### src/rtl/sfr_pkg.sv
`timescale 1ns / 1ps

package sfr_pkg;

   localparam int unsigned HeaderBytes = 2;
   localparam logic [7:0]  CrcPoly     = 8'h07;
   localparam logic [7:0]  CrcInit     = 8'h00;

   typedef enum logic [1:0] {
      PH_WAIT  = 2'd0,
      PH_HEAD  = 2'd1,
      PH_DATA  = 2'd2,
      PH_CHECK = 2'd3
   } phase_type;

   typedef enum logic [2:0] {
      ST_NO_START  = 3'd0,
      ST_START     = 3'd1,
      ST_HEAD_BYTE = 3'd2,
      ST_HEAD_DONE = 3'd3,
      ST_DATA_BYTE = 3'd4,
      ST_DATA_DONE = 3'd5,
      ST_CRC_OK    = 3'd6,
      ST_CRC_FAIL  = 3'd7
   } status_type;

   typedef struct packed {
      status_type status;
      logic [7:0] data_byte;
      logic [7:0] byte_index;
      logic [7:0] frame_length;
      logic [7:0] frame_ident;
      logic [7:0] crc_value;
   } result_type;

   // MSB-first CRC-8, one byte per call
   function automatic logic [7:0] crc8_update(input logic [7:0] crc, input logic [7:0] b);
      logic [7:0] c;
      c = crc ^ b;
      for (int k = 0; k < 8; k++) begin
         if (c[7]) begin
            c = {c[6:0], 1'b0} ^ CrcPoly;
         end else begin
            c = {c[6:0], 1'b0};
         end
      end
      return c;
   endfunction

endpackage

### src/rtl/sfr_in_reg.sv
`timescale 1ns / 1ps

module sfr_in_reg (
   input  logic       clock,
   input  logic       reset,
   input  logic       req_valid,
   output logic       req_stall,
   input  logic [7:0] req_rx_byte,
   input  logic       advance,
   output logic       hold_valid,
   output logic [7:0] hold_byte
);

   logic       valid_ff, valid_in;
   logic [7:0] byte_ff,  byte_in;
   logic       take;

   // stall only while a held beat cannot move on this cycle
   assign req_stall = valid_ff && !advance;
   assign take      = req_valid && !req_stall;

   always_comb begin
      valid_in = valid_ff;
      byte_in  = byte_ff;
      if (take) begin
         valid_in = 1'b1;
         byte_in  = req_rx_byte;
      end else if (advance) begin
         valid_in = 1'b0;
      end
   end

   always_ff @(posedge clock) begin
      if (reset) begin
         valid_ff <= 1'b0;
      end else begin
         valid_ff <= valid_in;
      end
   end

   always_ff @(posedge clock) begin
      byte_ff <= byte_in;
   end

   assign hold_valid = valid_ff;
   assign hold_byte  = byte_ff;

endmodule

### src/rtl/sfr_frame_core.sv
`timescale 1ns / 1ps

module sfr_frame_core (
   input  logic                  clock,
   input  logic                  reset,
   input  logic                  advance,
   input  logic [7:0]            rx_byte,
   input  logic [7:0]            start_marker,
   output sfr_pkg::result_type   result
);
   import sfr_pkg::*;

   phase_type  phase_ff,  phase_in;
   logic [7:0] pos_ff,    pos_in;
   logic [7:0] crc_ff,    crc_in;
   logic [7:0] len_ff,    len_in;
   logic [7:0] ident_ff,  ident_in;

   logic [7:0] crc_step;
   logic       head_last;
   logic       data_last;
   logic       marker_hit;

   assign crc_step   = crc8_update(crc_ff, rx_byte);
   assign head_last  = pos_ff >= 8'(HeaderBytes - 1);
   assign data_last  = !(({1'b0, pos_ff} + 9'd1) < {1'b0, len_ff});
   assign marker_hit = rx_byte == start_marker;

   // next phase
   always_comb begin
      phase_in = phase_ff;
      unique case (phase_ff)
         PH_WAIT:  if (marker_hit) phase_in = PH_HEAD;
         PH_HEAD:  if (head_last) phase_in = (len_in == 8'd0) ? PH_CHECK : PH_DATA;
         PH_DATA:  if (data_last) phase_in = PH_CHECK;
         PH_CHECK: phase_in = PH_WAIT;
         default:  phase_in = PH_WAIT;
      endcase
   end

   // datapath and result
   always_comb begin
      pos_in   = pos_ff;
      crc_in   = crc_ff;
      len_in   = len_ff;
      ident_in = ident_ff;
      result.status     = ST_NO_START;
      result.byte_index = 8'd0;
      result.crc_value  = crc_ff;
      unique case (phase_ff)
         PH_WAIT: begin
            if (marker_hit) begin
               result.status = ST_START;
               pos_in        = 8'd0;
            end
         end
         PH_HEAD: begin
            if (pos_ff == 8'd0) begin
               len_in = rx_byte;
            end else begin
               ident_in = rx_byte;
            end
            crc_in           = crc_step;
            result.crc_value = crc_step;
            if (head_last) begin
               result.status = ST_HEAD_DONE;
               pos_in        = 8'd0;
            end else begin
               result.status = ST_HEAD_BYTE;
               pos_in        = pos_ff + 8'd1;
            end
         end
         PH_DATA: begin
            result.byte_index = pos_ff;
            crc_in            = crc_step;
            result.crc_value  = crc_step;
            if (data_last) begin
               result.status = ST_DATA_DONE;
               pos_in        = 8'd0;
            end else begin
               result.status = ST_DATA_BYTE;
               pos_in        = pos_ff + 8'd1;
            end
         end
         PH_CHECK: begin
            result.status = (rx_byte == crc_ff) ? ST_CRC_OK : ST_CRC_FAIL;
            crc_in        = CrcInit;
            pos_in        = 8'd0;
         end
         default: begin
            pos_in = 8'd0;
         end
      endcase
      result.data_byte    = rx_byte;
      result.frame_length = len_in;
      result.frame_ident  = ident_in;
   end

   always_ff @(posedge clock) begin
      if (reset) begin
         phase_ff <= PH_WAIT;
         pos_ff   <= 8'd0;
         crc_ff   <= CrcInit;
         len_ff   <= 8'd0;
         ident_ff <= 8'd0;
      end else if (advance) begin
         phase_ff <= phase_in;
         pos_ff   <= pos_in;
         crc_ff   <= crc_in;
         len_ff   <= len_in;
         ident_ff <= ident_in;
      end
   end

endmodule

### src/rtl/sfr_out_reg.sv
`timescale 1ns / 1ps

module sfr_out_reg (
   input  logic                clock,
   input  logic                reset,
   input  logic                load,
   input  sfr_pkg::result_type result,
   output logic                out_ready,
   output logic                rsp_valid,
   input  logic                rsp_stall,
   output sfr_pkg::result_type rsp_result
);
   import sfr_pkg::*;

   logic       valid_ff, valid_in;
   result_type data_ff,  data_in;

   // free when empty or when the held beat leaves this cycle
   assign out_ready = !valid_ff || !rsp_stall;

   always_comb begin
      valid_in = valid_ff;
      data_in  = data_ff;
      if (load) begin
         valid_in = 1'b1;
         data_in  = result;
      end else if (valid_ff && !rsp_stall) begin
         valid_in = 1'b0;
      end
   end

   always_ff @(posedge clock) begin
      if (reset) begin
         valid_ff <= 1'b0;
      end else begin
         valid_ff <= valid_in;
      end
   end

   always_ff @(posedge clock) begin
      data_ff <= data_in;
   end

   assign rsp_valid  = valid_ff;
   assign rsp_result = data_ff;

endmodule

### src/rtl/serial_frame_receiver_crc8_top.sv
`timescale 1ns / 1ps

// Serial frame receiver: takes one received byte per beat and tracks frames laid
// out as start marker, length, identifier, payload, CRC-8 byte (poly 0x07, init 0,
// over header and payload), giving exactly one status beat per byte. A zero length
// skips straight to the CRC byte. The start marker is a register written through
// csr_wr_en / csr_wr_data; write it only while no beat is in flight. Each byte
// passes an input register, then the combinational frame state update and CRC
// step, then a result register; rsp_valid rises once it has passed both. It
// sustains one byte per clock while rsp_stall is low. The input register keeps
// accepting while a finished result is stalled at the output, until both hold.
module serial_frame_receiver_crc8_top (
   input  logic       clock,
   input  logic       reset,
   // input bytes
   input  logic       req_valid,
   output logic       req_stall,
   input  logic [7:0] req_rx_byte,
   // status beats
   output logic       rsp_valid,
   input  logic       rsp_stall,
   output logic [2:0] rsp_status,
   output logic [7:0] rsp_data_byte,
   output logic [7:0] rsp_byte_index,
   output logic [7:0] rsp_frame_length,
   output logic [7:0] rsp_frame_ident,
   output logic [7:0] rsp_crc_value,
   // start marker register
   input  logic       csr_wr_en,
   input  logic [7:0] csr_wr_data
);
   import sfr_pkg::*;

   logic       hold_valid;
   logic [7:0] hold_byte;
   logic       out_ready;
   logic       advance;
   logic [7:0] marker_ff;
   result_type core_result;
   result_type out_result;

   // move a held byte through the frame logic when the result register frees up
   assign advance = hold_valid && out_ready;

   always_ff @(posedge clock) begin
      if (reset) begin
         marker_ff <= 8'd0;
      end else if (csr_wr_en) begin
         marker_ff <= csr_wr_data;
      end
   end

   sfr_in_reg u_in_reg (
      .clock       (clock),
      .reset       (reset),
      .req_valid   (req_valid),
      .req_stall   (req_stall),
      .req_rx_byte (req_rx_byte),
      .advance     (advance),
      .hold_valid  (hold_valid),
      .hold_byte   (hold_byte)
   );

   sfr_frame_core u_core (
      .clock        (clock),
      .reset        (reset),
      .advance      (advance),
      .rx_byte      (hold_byte),
      .start_marker (marker_ff),
      .result       (core_result)
   );

   sfr_out_reg u_out_reg (
      .clock      (clock),
      .reset      (reset),
      .load       (advance),
      .result     (core_result),
      .out_ready  (out_ready),
      .rsp_valid  (rsp_valid),
      .rsp_stall  (rsp_stall),
      .rsp_result (out_result)
   );

   // unpack the result beat onto the ports
   assign rsp_status       = out_result.status;
   assign rsp_data_byte    = out_result.data_byte;
   assign rsp_byte_index   = out_result.byte_index;
   assign rsp_frame_length = out_result.frame_length;
   assign rsp_frame_ident  = out_result.frame_ident;
   assign rsp_crc_value    = out_result.crc_value;

endmodule

### config.mk
export PLATFORM = sky130hd
export DESIGN_NAME = serial_frame_receiver_crc8_top
export DESIGN_NICKNAME = d
export VERILOG_FILES = /design/src/rtl/sfr_pkg.sv /design/src/rtl/sfr_in_reg.sv /design/src/rtl/sfr_frame_core.sv /design/src/rtl/sfr_out_reg.sv /design/src/rtl/serial_frame_receiver_crc8_top.sv
export SDC_FILE = /design/constraint.sdc
export NUM_CORES = 1
export LEC_CHECK = 0
export ABC_AREA = 1
export BUFFER_PORTS_ARGS = -buffer_cell sky130_fd_sc_hd__buf_2
export CELL_PAD_IN_SITES_DETAIL_PLACEMENT = 2
export CELL_PAD_IN_SITES_GLOBAL_PLACEMENT = 2
export CORE_MARGIN = 1
export CORE_UTILIZATION = 38
export DETAILED_ROUTE_END_ITERATION = 10
export PLACE_DENSITY = 0.86
export REMOVE_ABC_BUFFERS = 1
export SKIP_CTS_REPAIR_TIMING = 1
export SLEW_MARGIN = 20
export SYNTH_ARGS = -nofsm -noshare
export SYNTH_HDL_FRONTEND = slang
export SYNTH_SLANG_ARGS = --single-unit
### constraint.sdc
create_clock -name clock -period 3.8 [get_ports clock]
set_input_delay 0.76 -clock clock [delete_from_list [all_inputs] [get_ports clock]]
set_output_delay 0.76 -clock clock [all_outputs]
set_load 0.03 [all_outputs]
==> reports/metrics.csv <==
metric;value;unit
outcome;completed;
CTS sink cnt;95;
number of synthesized flops with an enable pin;51;
Pins Over Slew Limit;0;
CP max FO;6;
fmax;385;MHz
Rows;40;
R2R Path Start;u_core.pos_ff[0];
Tightest Pin Transition;0.724;ns
count of cell types in the netlist;34;
WHS;0.505;ns
critical path class;flop to flop;
Starting DRT DRC Count;120;
FF-to-FF End;u_core.phase_ff[1];
pin count of the biggest net entering global routing;54;
Async SR Flop Fraction;0;
# IOs;66;
max-cap check violation count;0;
met2 wire length;7490;µm
origin of the worst setup path;u_core.pos_ff[0];
unrepaired setup endpoints after global routing;false;
first-pass detailed-route iteration total;4;
number of global-route vias before repair;4183;
Crit. End Element;flop;
top post-synthesis cells by count;nand2_1, inv_1, nor2_1;
final wirelength;13700;µm
Post-Place Cell Area;5230;µm²
Period minus WS final;2.60;ns
layout cells sized above 1;0.253;
Root Driver;clkbuf_16;
CP endpoint;u_core.phase_ff[1];
crit path DAT;2.89;ns
CTS max path bufs;2;
Setup-failing EPs final;0;
first-pass GRT wire length;21800;µm
met1 wire length;5590;µm
Reg area;2410;µm²
Hold WC Path Type;flop to flop;
die width;114;µm
GRT Residual Overflow;0;
Via Count;3751;
setup TNS;0;ns
Die Area;13000;µm²
peak supply drop;0.000262;V
Core Region;12100;µm²
Req. time, crit path;4.09;ns
dominant cells by area after synthesis;edfxtp_1, dfxtp_1, nand2_1;
P&R area growth vs syn;16.2;%
Starting Density;0.393;
crit share post-route;0.684;
sequential fraction of the synthesis area;0.506;
Worst-Skew Late Latency;0.36;ns
IO Port Bufs;65;
Post-DP HPWL;9990;µm
clk_skew;0.00850;ns
number of fill cells;1353;
post-synth design cell area;4760;µm²
synthesized instance count;520;
H-tree depth;3;
area of the multi-input gates;1980;µm²
PwrDens;429;nW/µm²
total track usage;0.229;
DRC Markers;0;
final instance area;5530;µm²
number of synthesized register bits;95;
flop2flop setup slack;1.20;ns
Max Used Layer;met4;
reg2reg path depth;16;
CTS tree;yes;
area leader, netlist;edfxtp_1;
WL per Instance;18.2;µm
Final Hold Viols;0;
Leak;0.00250;µW
metal3 WL;320;µm
Antenna Nets Post-Route;0;
top-count cell post-synth;nand2_1;
synth warn;0;
utilization after layout;0.457;
Yosys top cell area share;0.322;
initial antenna violation count;0;
Avg Cell Area, Syn;9.16;µm²
Primary FF master, synth;edfxtp_1;
RD Place Congestion;0.804;
CTS buffer count;9;
clock slew at the register clock pins of the worst setup and hold paths;0.07;ns
die height;114;µm
Startpoint Class;flop;
vias per inst;4.96;
Final #Nets;621;
number of diodes;0;
Slew headroom;0.517;
-- flip-flops by register name, indices dropped and copies added (netlist names), 2 cells and up --
register,count
u_core.len_ff,8
u_core.pos_ff,8
u_core.ident_ff,8
u_core.crc_ff,8
u_in_reg.hold_byte,8
u_core.phase_ff,2
u_out_reg.rsp_result,43
marker_ff,8
-- cells in the final DEF (no fill, tap or decap), types with 17 or more instances in the layout --
cell / instances
o21ai_0: 19
buf_2: 65
edfxtp_1: 51
a21oi_1: 22
inv_1: 70
nand2_2: 18
nand2_1: 101
nor2_1: 54
dfxtp_1: 44
ha_1: 17
xnor2_1: 20
-- power breakdown --
| group | internal (µW) | switching, µW | leakage (µW) |
|---|---|---|---|
| Sequential | 1130 | 27.3 | 0.000853 |
| Clock | 520 | 431 | 0.000148 |
| Combinational | 79.9 | 184 | 0.00150 |
| Total | 1730 | 642 | 0.00250 |
-- metrics by stage --
step | total power [µW] | worst slack [ns] | std cells
finish | 2370 | 1.20 | 756
detailed placement | 1440 | 1.15 | 740
CTS | 2400 | 1.15 | 756
floorplan | 1350 | 0.945 | 505
global route | 2460 | 1.00 | 756
global placement | 1420 | 1.31 | 740
-- cells by family after synthesis --
family                     Yosys count  share of synthesized area
DFF                                 95                      0.506
AOI/OAI and AO/OA                   73                     0.0956
and+or+nand+nor                    213                      0.216
xor gates and xnor gates            30                     0.0583
adders and majority gates           17                     0.0447
buffers and inverters               92                     0.0785
-- worst min-delay path by stage --
stage,start,end,slack [ns],cells past startpoint
after floorplan,marker_ff[1],marker_ff[1],0.45,2
after global placement,marker_ff[1],marker_ff[1],0.47,2
after detailed placement,u_core.crc_ff[1],u_core.crc_ff[1],0.50,2
after CTS,u_core.crc_ff[1],u_core.crc_ff[1],0.51,2
after global routing,u_core.crc_ff[1],u_core.crc_ff[1],0.54,2
final,u_core.crc_ff[1],u_core.crc_ff[1],0.51,2
-- area by class of cell --
cell class	count	share of cell area
Inverter	77	0.0522
Tap cell	168	0.0380
Clock buffer	9	0.0407
Multi-Input combinational cell	333	0.357
Timing Repair Buffer	67	0.0615
Clock inverter	7	0.0145
Sequential cell	95	0.436
-- metal layers --
layer / up-vias / track usage
met5: - / 0
met4: 0 / 0.101
met3: 24 / 0.0319
met2: 68 / 0.427
met1: 1873 / 0.258
li1: 1786 / -
-- worst max-delay path: stages (launching register included) --
cell and delay (ns):
dfxtp_1 0.44, ha_1 0.25, nand2_2 0.08, nor2_4 0.16, xor2_1 0.17, inv_1 0.11
ha_1 0.30, nand2_1 0.08, a21oi_1 0.15, nor2_1 0.06, nor2_1 0.18, nor2_4 0.06
nand3_4 0.09, nand3_1 0.13, nand2_1 0.10, clkinv_1 0.06, nor2_1 0.11
Power figures use the tool's default switching activity.
